### src/rtl/core/csb_pkg.sv
// Shared types, codes and calendar helpers for the clock setting button FSM.
// No dependencies; compiled first.
`default_nettype none

package csb_pkg;

    localparam int HOUR_W   = 5;
    localparam int MINUTE_W = 6;
    localparam int SECOND_W = 6;
    localparam int DAY_W    = 5;
    localparam int MONTH_W  = 4;
    localparam int YEAR_W   = 14;
    localparam int HOLD_W   = 10;
    localparam int VIEW_W   = 3;
    localparam int CFG_IDX_W  = 2;
    localparam int CFG_DATA_W = 14;

    localparam logic [HOLD_W-1:0] HOLD_MAX = 10'd1023;

    localparam logic [HOLD_W-1:0] SKIP_DELAY_RST = 10'd1000;
    localparam logic [YEAR_W-1:0] YEAR_FLOOR_RST = 14'd2000;
    localparam logic [YEAR_W-1:0] YEAR_CEIL_RST  = 14'd2099;

    // y divisible by 25 <=> (y * 25^-1 mod 2^14) <= floor((2^14-1)/25)
    localparam logic [YEAR_W-1:0] INV25      = 14'd7209;
    localparam logic [YEAR_W-1:0] DIV25_LIM  = 14'd655;

    typedef enum logic [CFG_IDX_W-1:0] {
        CFG_SKIP_DELAY = 2'd0,
        CFG_YEAR_FLOOR = 2'd1,
        CFG_YEAR_CEIL  = 2'd2
    } cfg_idx_t;

    typedef enum logic [2:0] {
        FLD_HOUR   = 3'd0,
        FLD_MINUTE = 3'd1,
        FLD_DAY    = 3'd2,
        FLD_MONTH  = 3'd3,
        FLD_YEAR   = 3'd4
    } field_t;

    localparam logic [VIEW_W-1:0] VIEW_ALL   = 3'd0;
    localparam logic [VIEW_W-1:0] VIEW_BLANK = 3'd1;
    localparam logic [VIEW_W-1:0] VIEW_HOUR  = 3'd2;

    typedef struct packed {
        logic [HOLD_W-1:0] skip_delay_ticks;
        logic [YEAR_W-1:0] year_floor;
        logic [YEAR_W-1:0] year_ceil;
    } csb_cfg_t;

    typedef struct packed {
        logic [HOUR_W-1:0]   hour;
        logic [MINUTE_W-1:0] minute;
        logic [SECOND_W-1:0] second;
        logic [DAY_W-1:0]    day;
        logic [MONTH_W-1:0]  month;
        logic [YEAR_W-1:0]   year;
    } csb_time_t;

    typedef struct packed {
        logic                up_pressed;
        logic                down_pressed;
        logic                set_pressed;
        logic                clock_pressed;
        logic                osc_fault;
        logic [HOUR_W-1:0]   cur_hour;
        logic [MINUTE_W-1:0] cur_minute;
        logic [SECOND_W-1:0] cur_second;
        logic [DAY_W-1:0]    cur_day;
        logic [MONTH_W-1:0]  cur_month;
        logic [YEAR_W-1:0]   cur_year;
    } csb_in_t;

    typedef struct packed {
        logic                write_time;
        logic                clear_fault;
        logic [HOUR_W-1:0]   new_hour;
        logic [MINUTE_W-1:0] new_minute;
        logic [SECOND_W-1:0] new_second;
        logic [DAY_W-1:0]    new_day;
        logic [MONTH_W-1:0]  new_month;
        logic [YEAR_W-1:0]   new_year;
        logic [VIEW_W-1:0]   view;
    } csb_out_t;

    function automatic logic is_leap(input logic [YEAR_W-1:0] y);
        logic [YEAR_W-1:0] p;
        logic              div25;
        p     = YEAR_W'(y * INV25);
        div25 = (p <= DIV25_LIM);
        return (y[1:0] == 2'd0) && (!div25 || (y[3:0] == 4'd0));
    endfunction

    // Days in month; out-of-range month counts as 31.
    function automatic logic [DAY_W-1:0] month_days(input logic [MONTH_W-1:0] m,
                                                     input logic leap);
        logic [DAY_W-1:0] d;
        case (m)
            4'd2:    d = leap ? 5'd29 : 5'd28;
            4'd4:    d = 5'd30;
            4'd6:    d = 5'd30;
            4'd9:    d = 5'd30;
            4'd11:   d = 5'd30;
            default: d = 5'd31;
        endcase
        return d;
    endfunction

endpackage

`default_nettype wire

### src/rtl/core/csb_if.sv
// Valid/ready channel interfaces for input items and result items.
// Depends on csb_pkg.
`default_nettype none

interface csb_in_if;
    logic              valid;
    logic              ready;
    csb_pkg::csb_in_t  data;

    modport source (output valid, output data, input ready);
    modport sink   (input valid, input data, output ready);
endinterface

interface csb_out_if;
    logic              valid;
    logic              ready;
    csb_pkg::csb_out_t data;

    modport source (output valid, output data, input ready);
    modport sink   (input valid, input data, output ready);
endinterface

`default_nettype wire

### src/rtl/core/csb_cfg_regs.sv
// Configuration registers: skip delay and year limits.
// Depends on csb_pkg.
`default_nettype none

module csb_cfg_regs (
    input  wire logic                             clk,
    input  wire logic                             rst_n,
    input  wire logic                             cfg_we,
    input  wire logic [csb_pkg::CFG_IDX_W-1:0]    cfg_index,
    input  wire logic [csb_pkg::CFG_DATA_W-1:0]   cfg_wdata,
    output csb_pkg::csb_cfg_t                     cfg
);
    import csb_pkg::*;

    csb_cfg_t cfg_reg;

    always_ff @(posedge clk or negedge rst_n)
    begin
        if (!rst_n)
        begin
            cfg_reg.skip_delay_ticks <= SKIP_DELAY_RST;
            cfg_reg.year_floor       <= YEAR_FLOOR_RST;
            cfg_reg.year_ceil        <= YEAR_CEIL_RST;
        end
        else if (cfg_we)
        begin
            case (cfg_idx_t'(cfg_index))
                CFG_SKIP_DELAY: cfg_reg.skip_delay_ticks <= cfg_wdata[HOLD_W-1:0];
                CFG_YEAR_FLOOR: cfg_reg.year_floor       <= cfg_wdata[YEAR_W-1:0];
                CFG_YEAR_CEIL:  cfg_reg.year_ceil        <= cfg_wdata[YEAR_W-1:0];
                default:        ;
            endcase
        end
    end

    assign cfg = cfg_reg;

endmodule

`default_nettype wire

### src/rtl/core/csb_adjust.sv
// One up/down step of a selected time field, with wrap and calendar limits.
// Depends on csb_pkg.
`default_nettype none

module csb_adjust (
    input  wire csb_pkg::field_t       fld,
    input  wire logic                  up,
    input  wire logic                  down,
    input  wire csb_pkg::csb_time_t    t_in,
    input  wire csb_pkg::csb_cfg_t     cfg,
    output csb_pkg::csb_time_t         t_out,
    output logic                       wr
);
    import csb_pkg::*;

    logic [HOUR_W:0]   hour_inc;
    logic [MINUTE_W:0] minute_inc;
    logic [DAY_W:0]    day_inc;
    logic [MONTH_W:0]  month_inc;
    logic [YEAR_W:0]   year_inc;
    logic [DAY_W-1:0]  day_lim;

    assign hour_inc   = {1'b0, t_in.hour} + 6'd1;
    assign minute_inc = {1'b0, t_in.minute} + 7'd1;
    assign day_inc    = {1'b0, t_in.day} + 6'd1;
    assign month_inc  = {1'b0, t_in.month} + 5'd1;
    assign year_inc   = {1'b0, t_in.year} + 15'd1;
    assign day_lim    = month_days(t_in.month, is_leap(t_in.year));

    always_comb
    begin
        t_out = t_in;
        wr    = 1'b0;
        if (!(up && down))
        begin
            wr = 1'b1;
            case (fld)
                FLD_HOUR:
                begin
                    if (up)
                        t_out.hour = (hour_inc >= 6'd24) ? '0 : hour_inc[HOUR_W-1:0];
                    else if (down)
                        t_out.hour = (t_in.hour == '0) ? 5'd23 : t_in.hour - 5'd1;
                    if (up || down)
                        t_out.second = '0;
                end
                FLD_MINUTE:
                begin
                    if (up)
                    begin
                        t_out.minute = (minute_inc >= 7'd60) ? '0
                                                             : minute_inc[MINUTE_W-1:0];
                        t_out.second = '0;
                    end
                    else if (down)
                        t_out.minute = (t_in.minute == '0) ? 6'd59 : t_in.minute - 6'd1;
                end
                FLD_DAY:
                begin
                    if (up)
                        t_out.day = (day_inc > {1'b0, day_lim}) ? 5'd1 : day_inc[DAY_W-1:0];
                    else if (down)
                        t_out.day = (t_in.day <= 5'd1) ? day_lim : t_in.day - 5'd1;
                end
                FLD_MONTH:
                begin
                    if (up)
                        t_out.month = (month_inc > 5'd12) ? 4'd1 : month_inc[MONTH_W-1:0];
                    else if (down)
                        t_out.month = (t_in.month <= 4'd1) ? 4'd12 : t_in.month - 4'd1;
                end
                default:
                begin
                    if (up)
                        t_out.year = (year_inc > {1'b0, cfg.year_ceil}) ? cfg.year_floor
                                                                        : year_inc[YEAR_W-1:0];
                    else if (down)
                        t_out.year = (t_in.year <= cfg.year_floor) ? cfg.year_ceil
                                                                   : t_in.year - 14'd1;
                end
            endcase
        end
    end

endmodule

`default_nettype wire

### src/rtl/core/csb_fsm.sv
// Set-time state machine: hold timer, state register and result register.
// Depends on csb_pkg and csb_adjust.
`default_nettype none

module csb_fsm (
    input  wire logic                clk,
    input  wire logic                rst_n,
    input  wire logic                take,
    input  wire csb_pkg::csb_in_t    item,
    input  wire csb_pkg::csb_cfg_t   cfg,
    output csb_pkg::csb_out_t        result
);
    import csb_pkg::*;

    typedef enum logic [4:0] {
        ST_IDLE       = 5'd0,
        ST_DEB_IDLE   = 5'd1,
        ST_BLINKING   = 5'd2,
        ST_SET_HOUR   = 5'd3,
        ST_FAST_HOUR  = 5'd4,
        ST_DEB_HOUR   = 5'd5,
        ST_SET_MIN    = 5'd6,
        ST_FAST_MIN   = 5'd7,
        ST_DEB_MIN    = 5'd8,
        ST_SET_DAY    = 5'd9,
        ST_FAST_DAY   = 5'd10,
        ST_DEB_DAY    = 5'd11,
        ST_SET_MONTH  = 5'd12,
        ST_FAST_MONTH = 5'd13,
        ST_DEB_MONTH  = 5'd14,
        ST_SET_YEAR   = 5'd15,
        ST_FAST_YEAR  = 5'd16,
        ST_DEB_YEAR   = 5'd17
    } state_t;

    typedef enum logic [1:0] {
        K_NONE,
        K_SET,
        K_FAST,
        K_DEB
    } kind_t;

    state_t            state_reg, state_next;
    logic              skip_reg, skip_next;
    logic [HOLD_W-1:0] hold_reg, hold_next, hold_pre;
    csb_out_t          result_reg, result_next;

    kind_t      kind;
    field_t     fld;
    csb_time_t  t_cur, t_adj;
    logic       adj_wr;
    logic       any_btn, arrows, phase;
    logic [VIEW_W-1:0] blink_view;

    function automatic state_t st_set(input field_t f);
        state_t s;
        case (f)
            FLD_HOUR:   s = ST_SET_HOUR;
            FLD_MINUTE: s = ST_SET_MIN;
            FLD_DAY:    s = ST_SET_DAY;
            FLD_MONTH:  s = ST_SET_MONTH;
            default:    s = ST_SET_YEAR;
        endcase
        return s;
    endfunction

    function automatic state_t st_fast(input field_t f);
        state_t s;
        case (f)
            FLD_HOUR:   s = ST_FAST_HOUR;
            FLD_MINUTE: s = ST_FAST_MIN;
            FLD_DAY:    s = ST_FAST_DAY;
            FLD_MONTH:  s = ST_FAST_MONTH;
            default:    s = ST_FAST_YEAR;
        endcase
        return s;
    endfunction

    function automatic state_t st_deb(input field_t f);
        state_t s;
        case (f)
            FLD_HOUR:   s = ST_DEB_HOUR;
            FLD_MINUTE: s = ST_DEB_MIN;
            FLD_DAY:    s = ST_DEB_DAY;
            FLD_MONTH:  s = ST_DEB_MONTH;
            default:    s = ST_DEB_YEAR;
        endcase
        return s;
    endfunction

    function automatic field_t next_field(input field_t f);
        field_t n;
        case (f)
            FLD_HOUR:   n = FLD_MINUTE;
            FLD_MINUTE: n = FLD_DAY;
            FLD_DAY:    n = FLD_MONTH;
            default:    n = FLD_YEAR;
        endcase
        return n;
    endfunction

    assign t_cur.hour   = item.cur_hour;
    assign t_cur.minute = item.cur_minute;
    assign t_cur.second = item.cur_second;
    assign t_cur.day    = item.cur_day;
    assign t_cur.month  = item.cur_month;
    assign t_cur.year   = item.cur_year;

    assign any_btn = item.up_pressed || item.down_pressed || item.set_pressed
                     || item.clock_pressed;
    assign arrows  = item.up_pressed || item.down_pressed;
    assign phase   = item.cur_second[0];

    // Hold timer runs ahead of the transition test.
    assign hold_pre = !skip_reg ? '0 :
                      (hold_reg == HOLD_MAX) ? hold_reg : hold_reg + 10'd1;

    always_comb
    begin
        kind = K_NONE;
        fld  = FLD_HOUR;
        case (state_reg)
            ST_SET_HOUR:   begin kind = K_SET;  fld = FLD_HOUR;   end
            ST_FAST_HOUR:  begin kind = K_FAST; fld = FLD_HOUR;   end
            ST_DEB_HOUR:   begin kind = K_DEB;  fld = FLD_HOUR;   end
            ST_SET_MIN:    begin kind = K_SET;  fld = FLD_MINUTE; end
            ST_FAST_MIN:   begin kind = K_FAST; fld = FLD_MINUTE; end
            ST_DEB_MIN:    begin kind = K_DEB;  fld = FLD_MINUTE; end
            ST_SET_DAY:    begin kind = K_SET;  fld = FLD_DAY;    end
            ST_FAST_DAY:   begin kind = K_FAST; fld = FLD_DAY;    end
            ST_DEB_DAY:    begin kind = K_DEB;  fld = FLD_DAY;    end
            ST_SET_MONTH:  begin kind = K_SET;  fld = FLD_MONTH;  end
            ST_FAST_MONTH: begin kind = K_FAST; fld = FLD_MONTH;  end
            ST_DEB_MONTH:  begin kind = K_DEB;  fld = FLD_MONTH;  end
            ST_SET_YEAR:   begin kind = K_SET;  fld = FLD_YEAR;   end
            ST_FAST_YEAR:  begin kind = K_FAST; fld = FLD_YEAR;   end
            ST_DEB_YEAR:   begin kind = K_DEB;  fld = FLD_YEAR;   end
            default:       begin kind = K_NONE; fld = FLD_HOUR;   end
        endcase
    end

    assign blink_view = phase ? VIEW_ALL : VIEW_W'(VIEW_HOUR + VIEW_W'(fld));

    csb_adjust u_adjust (
        .fld   (fld),
        .up    (item.up_pressed),
        .down  (item.down_pressed),
        .t_in  (t_cur),
        .cfg   (cfg),
        .t_out (t_adj),
        .wr    (adj_wr)
    );

    always_comb
    begin
        csb_time_t t_new;
        logic      wr, clr;
        logic [VIEW_W-1:0] view;

        state_next = state_reg;
        skip_next  = skip_reg;
        hold_next  = hold_pre;
        t_new      = t_cur;
        wr         = 1'b0;
        clr        = 1'b0;
        view       = VIEW_ALL;

        case (kind)
            K_SET:
            begin
                if (!any_btn)
                begin
                    skip_next = 1'b0;
                    view      = blink_view;
                end
                else if (item.clock_pressed)
                begin
                    state_next = ST_DEB_IDLE;
                    wr         = 1'b1;
                end
                else if (item.set_pressed)
                begin
                    if (fld == FLD_YEAR)
                    begin
                        state_next = ST_DEB_IDLE;
                        wr         = 1'b1;
                    end
                    else
                    begin
                        state_next = st_deb(next_field(fld));
                        skip_next  = 1'b0;
                        view       = phase ? VIEW_ALL
                                           : VIEW_W'(VIEW_HOUR + VIEW_W'(next_field(fld)));
                    end
                end
                else
                begin
                    state_next = st_deb(fld);
                    skip_next  = 1'b1;
                    hold_next  = '0;
                    t_new      = t_adj;
                    wr         = adj_wr;
                end
            end
            K_FAST:
            begin
                if (arrows)
                begin
                    t_new = t_adj;
                    wr    = adj_wr;
                end
                else if (!any_btn)
                begin
                    state_next = st_set(fld);
                    skip_next  = 1'b0;
                    view       = blink_view;
                end
            end
            K_DEB:
            begin
                if (!any_btn)
                begin
                    state_next = st_set(fld);
                    skip_next  = 1'b0;
                    view       = blink_view;
                end
                else if (arrows && skip_reg && (hold_pre >= cfg.skip_delay_ticks))
                begin
                    state_next = st_fast(fld);
                    skip_next  = 1'b0;
                end
            end
            default:
            begin
                case (state_reg)
                    ST_DEB_IDLE:
                    begin
                        if (!any_btn)
                            state_next = ST_IDLE;
                    end
                    ST_BLINKING:
                    begin
                        if (item.clock_pressed)
                        begin
                            clr        = 1'b1;
                            state_next = ST_DEB_HOUR;
                        end
                        else if (item.osc_fault)
                            view = phase ? VIEW_ALL : VIEW_BLANK;
                        else
                            state_next = ST_IDLE;
                    end
                    default:
                    begin
                        if (item.osc_fault)
                        begin
                            view       = phase ? VIEW_ALL : VIEW_BLANK;
                            state_next = ST_BLINKING;
                        end
                        else if (item.clock_pressed)
                            state_next = ST_DEB_HOUR;
                        else
                            state_next = ST_IDLE;
                    end
                endcase
            end
        endcase

        result_next.write_time  = wr;
        result_next.clear_fault = clr;
        result_next.new_hour    = t_new.hour;
        result_next.new_minute  = t_new.minute;
        result_next.new_second  = t_new.second;
        result_next.new_day     = t_new.day;
        result_next.new_month   = t_new.month;
        result_next.new_year    = t_new.year;
        result_next.view        = view;
    end

    always_ff @(posedge clk or negedge rst_n)
    begin
        if (!rst_n)
        begin
            state_reg  <= ST_IDLE;
            skip_reg   <= 1'b0;
            hold_reg   <= '0;
            result_reg <= '0;
        end
        else if (take)
        begin
            state_reg  <= state_next;
            skip_reg   <= skip_next;
            hold_reg   <= hold_next;
            result_reg <= result_next;
        end
    end

    assign result = result_reg;

endmodule

`default_nettype wire

### src/rtl/core/clock_setting_button_fsm.sv
// Clock setting button FSM: one item per cycle sustained while the output is
// not stalled. An accepted item goes through the input register, then one
// pass of next-state and field-step logic into the result register. The
// result register is refilled when it is empty or the downstream side takes
// its item, so a stalled output also stalls the input. Config writes are
// taken at any time and apply to items processed afterward. Depends on
// csb_pkg, csb_if, csb_cfg_regs, csb_fsm and csb_adjust.
`default_nettype none

module clock_setting_button_fsm (
    input  wire logic                            clk,
    input  wire logic                            rst_n,
    input  wire logic                            cfg_we,
    input  wire logic [csb_pkg::CFG_IDX_W-1:0]   cfg_index,
    input  wire logic [csb_pkg::CFG_DATA_W-1:0]  cfg_wdata,
    csb_in_if.sink                               in_ch,
    csb_out_if.source                            out_ch
);
    import csb_pkg::*;

    csb_cfg_t cfg;
    csb_in_t  s1_item_reg;
    logic     s1_valid_reg;
    logic     out_valid_reg;
    logic     take;

    assign take        = s1_valid_reg && (!out_valid_reg || out_ch.ready);
    assign in_ch.ready = !s1_valid_reg || take;

    always_ff @(posedge clk or negedge rst_n)
    begin
        if (!rst_n)
        begin
            s1_valid_reg  <= 1'b0;
            out_valid_reg <= 1'b0;
        end
        else
        begin
            if (in_ch.ready)
                s1_valid_reg <= in_ch.valid;
            if (take)
                out_valid_reg <= 1'b1;
            else if (out_ch.ready)
                out_valid_reg <= 1'b0;
        end
    end

    always_ff @(posedge clk)
    begin
        if (in_ch.valid && in_ch.ready)
            s1_item_reg <= in_ch.data;
    end

    csb_cfg_regs u_cfg (
        .clk       (clk),
        .rst_n     (rst_n),
        .cfg_we    (cfg_we),
        .cfg_index (cfg_index),
        .cfg_wdata (cfg_wdata),
        .cfg       (cfg)
    );

    csb_fsm u_fsm (
        .clk    (clk),
        .rst_n  (rst_n),
        .take   (take),
        .item   (s1_item_reg),
        .cfg    (cfg),
        .result (out_ch.data)
    );

    assign out_ch.valid = out_valid_reg;

endmodule

`default_nettype wire
### src/flat_wrapper.sv
// flat-port wrapper written by rule: the top's interface ports become plain ports
module clock_setting_button_fsm_flat import csb_pkg::*;
  (clk, rst_n, cfg_we, cfg_index, cfg_wdata, in_ch_valid, in_ch_data, in_ch_ready, out_ch_valid, out_ch_data, out_ch_ready);
  csb_in_if in_ch_i ();
  csb_out_if out_ch_i ();
  input  wire logic clk;
  input  wire logic rst_n;
  input  wire logic cfg_we;
  input  wire logic [csb_pkg::CFG_IDX_W-1:0] cfg_index;
  input  wire logic [csb_pkg::CFG_DATA_W-1:0] cfg_wdata;
  input wire logic [$bits(in_ch_i.valid)-1:0] in_ch_valid;
  input wire logic [$bits(in_ch_i.data)-1:0] in_ch_data;
  output wire logic [$bits(in_ch_i.ready)-1:0] in_ch_ready;
  output wire logic [$bits(out_ch_i.valid)-1:0] out_ch_valid;
  output wire logic [$bits(out_ch_i.data)-1:0] out_ch_data;
  input wire logic [$bits(out_ch_i.ready)-1:0] out_ch_ready;
  assign in_ch_i.valid = in_ch_valid;
  assign in_ch_i.data = in_ch_data;
  assign in_ch_ready = in_ch_i.ready;
  assign out_ch_valid = out_ch_i.valid;
  assign out_ch_data = out_ch_i.data;
  assign out_ch_i.ready = out_ch_ready;
  clock_setting_button_fsm u_core (.clk(clk), .rst_n(rst_n), .cfg_we(cfg_we), .cfg_index(cfg_index), .cfg_wdata(cfg_wdata), .in_ch(in_ch_i), .out_ch(out_ch_i));
endmodule
### config.mk
export PLATFORM = sky130hd
export DESIGN_NAME = clock_setting_button_fsm_flat
export DESIGN_NICKNAME = d
export VERILOG_FILES = /design/src/rtl/core/csb_pkg.sv /design/src/rtl/core/csb_if.sv /design/src/rtl/core/csb_cfg_regs.sv /design/src/rtl/core/csb_adjust.sv /design/src/rtl/core/csb_fsm.sv /design/src/rtl/core/clock_setting_button_fsm.sv /design/src/flat_wrapper.sv
export SDC_FILE = /design/constraint.sdc
export NUM_CORES = 1
export LEC_CHECK = 0
export BUFFER_PORTS_ARGS = -buffer_cell sky130_fd_sc_hd__buf_2
export CAP_MARGIN = 5
export CORE_UTILIZATION = 50
export CTS_CLUSTER_SIZE = 24
export DETAILED_ROUTE_END_ITERATION = 7
export MAX_ROUTING_LAYER = met4
export PLACE_DENSITY_LB_ADDON = 0.3
export SKIP_LAST_GASP = 1
export SLEW_MARGIN = 20
export SYNTH_ARGS = -nofsm -noshare
export SYNTH_HDL_FRONTEND = slang
export SYNTH_SLANG_ARGS = --single-unit
### constraint.sdc
create_clock -name clk -period 6 [get_ports clk]
set_input_delay 1.2 -clock clk [delete_from_list [all_inputs] [get_ports clk]]
set_output_delay 1.2 -clock clk [all_outputs]
set_load 0.1 [all_outputs]
==> impl_metrics.toml, run 1 <==
[clocking]
cts_buffers = 17
insertion_delay_ps = 440
cts_setup_buffers = 0
cts_root_buf = "clkbuf_16"
h-tree-depth = 4
clock-sinks = 146
postCtsHoldBufs = 0
cts_buffer_depth = 2
cts_resized = 0
cts_tree = "yes"
cts.clk_slew.worst_paths_ps = 70

[placement]
placedCellCount = 1628
portBuffers = 112
gp_congestion = 0.940
hpwlAfterDp_mm = 23.5
place_area_sq_um = 12200
dp_slack_ps = 457

[final_layout]
final_common_cell = "buf_2"
fin_cells = 1660
synthToLayoutAreaGrowth_pct = 12.7
multi_input_area_sq_um = 6810
nFillCells = 1985
final_cell_mix = "buf_2, ha_1, nand2_1"
fin_area_sq_um = 12800
fin_util_pct = 57.9
drive_gt1_share_pct = 16.7
ff_latch_area_sq_um = 3900
antenna_cells = 0
fin_nets = 1553

[power]
p_int_mw = 2.63
p_clk_share_pct = 19.8
power_frac_comb_pct = 53.4
power.share.switching_pct = 51.9
finalPower_mw = 5.47
pwr-share-seq_pct = 26.8
leakagePower_nw = 5.58
powerDensity_nw_per_um2 = 429
irDropWorstVdd_mv = 0.257
switchingPower_mw = 2.84

[floorplan]
rows = 54
core_area_sq_um = 22000
die_h_microns = 153
die-area_sq_um = 23300
die_w_microns = 153
io_pins = 113
initial_utilization_pct = 51.4

[status]
run_status = "finished, violations left"
violations = "design-rule violations"

[worst_setup_path]
startpoint_type = "flip-flop"
r2r_slack_ps = 420
slowest_delay_ps = 560
worst-setup-path-type = "flip-flop to flip-flop"
critical_path_buf_inv_count = 3
end_kind = "flip-flop"
cp.arrival_ps = 5940
path_max_fanout = 14
crit_slowest_cell = "fa_1"
crit_top_cell = "ha_1"
cp_cell_sequence = "buf_4, ha_1, ha_1, ha_1, inv_1, fa_1, inv_1, ha_1, fa_1, a21o_1, a21oi_1, xnor2_1, o2111ai_1, nor4_1, a21oi_1, ha_1, nor2b_1, o22a_1, a21oi_1, or3_1, a311o_1, o211a_1, a21oi_2"
cpLargestDelayFamily = "adder cells"
cp.required_ps = 6370

[sta]
fin_crit_sh_pct = 93.0
fin_tns_setup_ps = 0
worst_pin_slew_ps = 1170
worst_slack_ps = 422
maxSlewViolCount = 0
finalHoldViolations = 0
hold_slack_ps = 468
max_freq_mhz = 179
rsz0062_at_grt = "false"
finalSetupViolations = 0
fin_crit_ps = 5580
maxSlewHeadroom_pct = 22.3
fin_worst_skew_ps = 13.4

[synth]
synth-edff-count = 45
synth_seq_area_share_pct = 34.4
syn_avg_cell_area_sq_um = 8.82
synth_area_sq_um = 11300
ys_seq_elements = 146
syn_nets = 1470
synth_warnings = 0
synth_ff_type = "dfrtp_1"
async_flop_share_pct = 69.2
netlist_instances = 1284
ys_types = 80

[drt]
totalWireLength_mm = 32.4
wl_per_cell_microns = 19.5
vias = 10300
final_antenna_net_count = 0
detail_route.first_pass.iterations = 8
drcViolationCount = 12
drtIter0Drc = 1056
viasPerCell = 6.20

[grt]
antenna_found_initial = 0
grt_usage_pct = 29.2
grt_max_degree = 66
grt_pass1_wl_mm = 52.4
grt.overflow.total = 0
grt_pass1_vias = 9703

[run]
drv_cap = 0

[min_path]
hold_path.class = "flip-flop to flip-flop"
worst register-to-register path, stage by stage, from the launching register on:
cell,delay (ps)
edfxtp_1,400
buf_4,210
ha_1,210
ha_1,280
ha_1,280
inv_1,60
fa_1,560
inv_1,50
ha_1,220
fa_1,410
a21o_1,180
a21oi_1,210
xnor2_1,160
o2111ai_1,130
nor4_1,370
a21oi_1,130
ha_1,190
nor2b_1,100
o22a_1,160
a21oi_1,50
or3_1,450
a311o_1,370
o211a_1,230
a21oi_2,100
cell families after synthesis:
kind of cell	share of synthesized area, %
AO/OA/AOI/OAI	21.9
adder cells (fa/ha/maj)	14.0
flip-flops	34.4
buffers and inverters	5.79
AND/OR/NAND/NOR	16.2
multiplexers	4.26
XOR/XNOR	3.40
final timing paths:
path                                              from                 endpoint  cells after the start
worst max-delay path             u_core.s1_item_reg[2]  u_core.u_fsm.result[21]                     23
worst min-delay path            u_core.s1_item_reg[28]  u_core.u_fsm.result[31]                      1
worst max register to register   u_core.s1_item_reg[2]  u_core.u_fsm.result[21]                     23
worst min register to register  u_core.s1_item_reg[28]  u_core.u_fsm.result[31]                      1
max in group asynchronous                        rst_n  u_core.u_fsm.result[16]                      2
min in group asynchronous                        rst_n  u_core.u_fsm.result[18]                      1
cell type report:
class	instances	area share, %
multi-input cells	965	53.3
repair buffers	133	5.65
flip-flops and latches	146	30.6
well taps	280	2.75
inverters	104	3.06
clock inverters	15	1.32
clock buffers	17	3.33
power by group through the flow:
stage	Combinational (mW)	Sequential [mW]	Clock, mW
after floorplan	1.27	2.42	0
after global placement	2.84	1.47	0
after detailed placement	2.88	1.48	0
after CTS	2.90	1.46	1.10
after global routing	3.11	1.49	1.13
final	2.92	1.47	1.08
layer usage:
layer	GRT usage, %	up-vias	wire length, microns	part of all wire (%)
met4	7.70	0	543	1.7
met2	44.9	451	14800	46
met5	-	-	0	0
li1	-	4843	-	-
met3	4.98	61	2380	7.4
met1	39.8	4930	14600	45
synth_stat cells (5+ instances only):
cell / number / share of area [%]
a211o_1: 6 / 0.46
a211oi_1: 8 / 0.53
a21o_1: 14 / 0.93
a21oi_1: 86 / 3.8
a221o_1: 5 / 0.44
a221oi_1: 10 / 0.77
a22o_1: 17 / 1.3
a22oi_1: 15 / 0.99
a31oi_1: 16 / 0.88
and2_1: 6 / 0.33
and3_1: 12 / 0.66
and4_1: 5 / 0.39
clkbuf_1: 62 / 2.1
dfrtp_1: 84 / 19
dfstp_2: 17 / 3.9
edfxtp_1: 45 / 12
fa_1: 11 / 1.9
ha_1: 109 / 12
inv_1: 101 / 3.3
mux2_2: 34 / 3.4
mux2i_1: 10 / 0.88
nand2_1: 103 / 3.4
nand2b_1: 8 / 0.44
nand3_1: 30 / 1.3
nand3b_1: 9 / 0.60
nand4_1: 12 / 0.66
nor2_1: 94 / 3.1
nor2b_1: 11 / 0.61
nor3_1: 33 / 1.5
nor3b_1: 7 / 0.46
nor4_1: 10 / 0.55
o2111ai_1: 6 / 0.46
o211ai_1: 8 / 0.53
o21a_1: 9 / 0.60
o21ai_0: 86 / 3.8
o21ai_1: 22 / 0.97
o21bai_1: 6 / 0.40
o22ai_1: 12 / 0.66
o31a_1: 5 / 0.39
o31ai_1: 11 / 0.73
or3_1: 13 / 0.72
or4_1: 5 / 0.33
xnor2_1: 36 / 2.8
xor2_1: 8 / 0.62
No activity file was read; power rests on OpenSTA's default activity.
==> run 2: changes to the inputs <==
ABC_AREA = 1   (was default)
==> impl_metrics.toml, run 2 <==
[floorplan]
die-area_sq_um = 23900
die_w_microns = 155
initial_utilization_pct = 51.2
die_h_microns = 155
io_pins = 113
rows = 55
core_area_sq_um = 22800

[synth]
synth-edff-count = 45
synth_ff_type = "dfrtp_1"
synth_top_area_share_pct = 18.0
async_flop_share_pct = 69.2
synth_area_leader_cell = "dfrtp_1"
synth_most_common_cell = "nand2_1"
ys_seq_elements = 146
synth_warnings = 0
synth_area_sq_um = 11700
netlist_instances = 1559
synth_seq_area_share_pct = 33.4
syn_avg_cell_area_sq_um = 7.48
netlist_top_cells_area = "dfrtp_1, ha_1, edfxtp_1, nand2_1, inv_1"
ys_types = 54
syn_nets = 1745
synthTopCellsByCount = "nand2_1, inv_1, o21ai_0"

[worst_setup_path]
end_kind = "flip-flop"
slowest_delay_ps = 590
r2r_slack_ps = 500
crit_top_cell = "nand2_1"
startpoint_type = "flip-flop"
crit_slowest_cell = "fa_1"
r2r_start = "u_core.s1_item_reg[1]"
timing.rr.end = "u_core.u_fsm.result[24]"
cpLargestDelayFamily = "adder cells"
worst-setup-path-type = "flip-flop to flip-flop"
cp.required_ps = 6320
cp.arrival_ps = 5820
path_max_fanout = 8
r2r_cells = 31
critical_path_buf_inv_count = 5

[power]
leakagePower_nw = 6.50
power_frac_comb_pct = 60.9
p_clk_share_pct = 16.4
irDropWorstVdd_mv = 0.277
switchingPower_mw = 3.65
powerDensity_nw_per_um2 = 502
pwr-share-seq_pct = 22.7
p_int_mw = 2.93
power.share.switching_pct = 55.5
finalPower_mw = 6.58

[run]
drv_cap = 0

[clocking]
cts_buffers = 17
postCtsHoldBufs = 0
cts_resized = 0
insertion_delay_ps = 440
h-tree-depth = 4
cts_tree = "yes"
cts_root_buf = "clkbuf_16"
cts.clk_slew.worst_paths_ps = 70
cts_buffer_depth = 2
cts_setup_buffers = 0
clock-sinks = 146

[drt]
drcViolationCount = 0
final_antenna_net_count = 0
totalWireLength_mm = 32.9
detail_route.first_pass.iterations = 6
viasPerCell = 5.53
wl_per_cell_microns = 16.6
drtIter0Drc = 942
vias = 10900

[status]
run_status = "completed"

[sta]
fin_crit_sh_pct = 91.7
worst_pin_slew_ps = 1020
maxSlewViolCount = 0
rsz0062_at_grt = "false"
fin_crit_ps = 5500
worst_slack_ps = 496
finalSetupViolations = 0
fin_worst_skew_ps = 11.4
max_freq_mhz = 182
fin_tns_setup_ps = 0
finalHoldViolations = 0
maxSlewHeadroom_pct = 32.0

[min_path]
hold_path.class = "flip-flop to flip-flop"
min-delay-start = "u_core.s1_item_reg[24]"
hold_end = "u_core.u_fsm.result[27]"
whs_path_depth = 2

[grt]
grt_pass1_vias = 10400
grt_usage_pct = 29.2
grt_pass1_wl_mm = 53.6
antenna_found_initial = 0
grt_max_degree = 63
grt.overflow.total = 0

[final_layout]
fin_cells = 1981
final_cell_mix = "nand2_1, inv_1, o21ai_0"
synthToLayoutAreaGrowth_pct = 12.4
drive_gt1_share_pct = 12.8
fin_util_pct = 57.6
final_common_cell = "nand2_1"
fin_nets = 1841
antenna_cells = 0

[placement]
hpwlAfterDp_mm = 24.3
portBuffers = 112
dp_slack_ps = 587
gp_congestion = 0.986
placedCellCount = 1949
-- run 2: changes by cell type after synthesis, sizes merged, moves of 28 or more --
| cell | delta |
|---|---|
| o21ai | +29 |
| nand3 | +69 |
| nand2 | +257 |
| mux2 | -34 |
| inv | +136 |
| xnor2 | -28 |
| xor2 | +28 |
-- run 2: per-stage QoR --
step | hold WS, ps | instance area (sq um)
2_1_floorplan | 445 | 11700
3_3_place_gp | 452 | 12500
3_5_place_dp | 462 | 12500
4_1_cts | 476 | 13100
5_1_grt | 479 | 13100
6_report | 472 | 13100
-- run 2: tightest hold or removal path, stage by stage, from the launching register on --
cell and delay, ps:
edfxtp_1 320, nand3_1 70, nand2_1 50
-- run 2: logic make-up (layout without fill, tap and decap cells) --
group           count (synthesis)  count (layout)  share of synthesized area, %
flops                         146             146                          33.4
compound gates                351             351                          17.5
xor+xnor                       44              44                          3.30
fa+ha+maj                     120             120                          13.6
buf+inv                       294             403                          9.61
simple gates                  604             604                          22.6
-- run 2: layer usage --
| metal | track usage [%] | vias up | share of wire [%] |
|---|---|---|---|
| li1 | - | 5431 | - |
| met1 | 39.9 | 5095 | 47 |
| met2 | 45.4 | 366 | 45 |
| met3 | 3.39 | 54 | 5.6 |
| met4 | 9.24 | 0 | 2.3 |
| met5 | - | - | 0 |
-- run 2: worst max path at each step --
| stage | startpoint | endpoint | slack [ps] | depth (start not counted) |
|---|---|---|---|---|
| 3_3_place_gp | u_core.s1_item_reg[1] | u_core.u_fsm.result[24] | 680 | 31 |
| 5_1_grt | u_core.s1_item_reg[1] | u_core.u_fsm.result[24] | 80 | 31 |
| 3_5_place_dp | u_core.s1_item_reg[2] | u_core.u_fsm.result[24] | 590 | 31 |
| 4_1_cts | u_core.s1_item_reg[2] | u_core.u_fsm.result[24] | 540 | 31 |
| 2_1_floorplan | u_core.s1_item_reg[0] | u_core.u_fsm.result[24] | 960 | 31 |
| 6_report | u_core.s1_item_reg[1] | u_core.u_fsm.result[24] | 500 | 31 |
-- run 2: layout make-up --
| cell class | count | area (sq um) |
|---|---|---|
| fillers | 2146 | 9660 |
| clock buffers | 20 | 468 |
| multi-input cells | 1119 | 6640 |
| inverters | 244 | 920 |
| flip-flops and latches | 146 | 3900 |
| clock inverters | 12 | 115 |
| well taps | 313 | 392 |
| repair buffers | 127 | 676 |
-- run 2: power by group through the flow --
stage / registers, mW / logic [mW] / clock network, mW
after global placement: 1.50 / 3.90 / 0
final: 1.49 / 4.01 / 1.08
after floorplan: 2.37 / 2.13 / 0
after detailed placement: 1.50 / 3.96 / 0
after global routing: 1.52 / 4.39 / 1.13
after CTS: 1.49 / 3.97 / 1.09
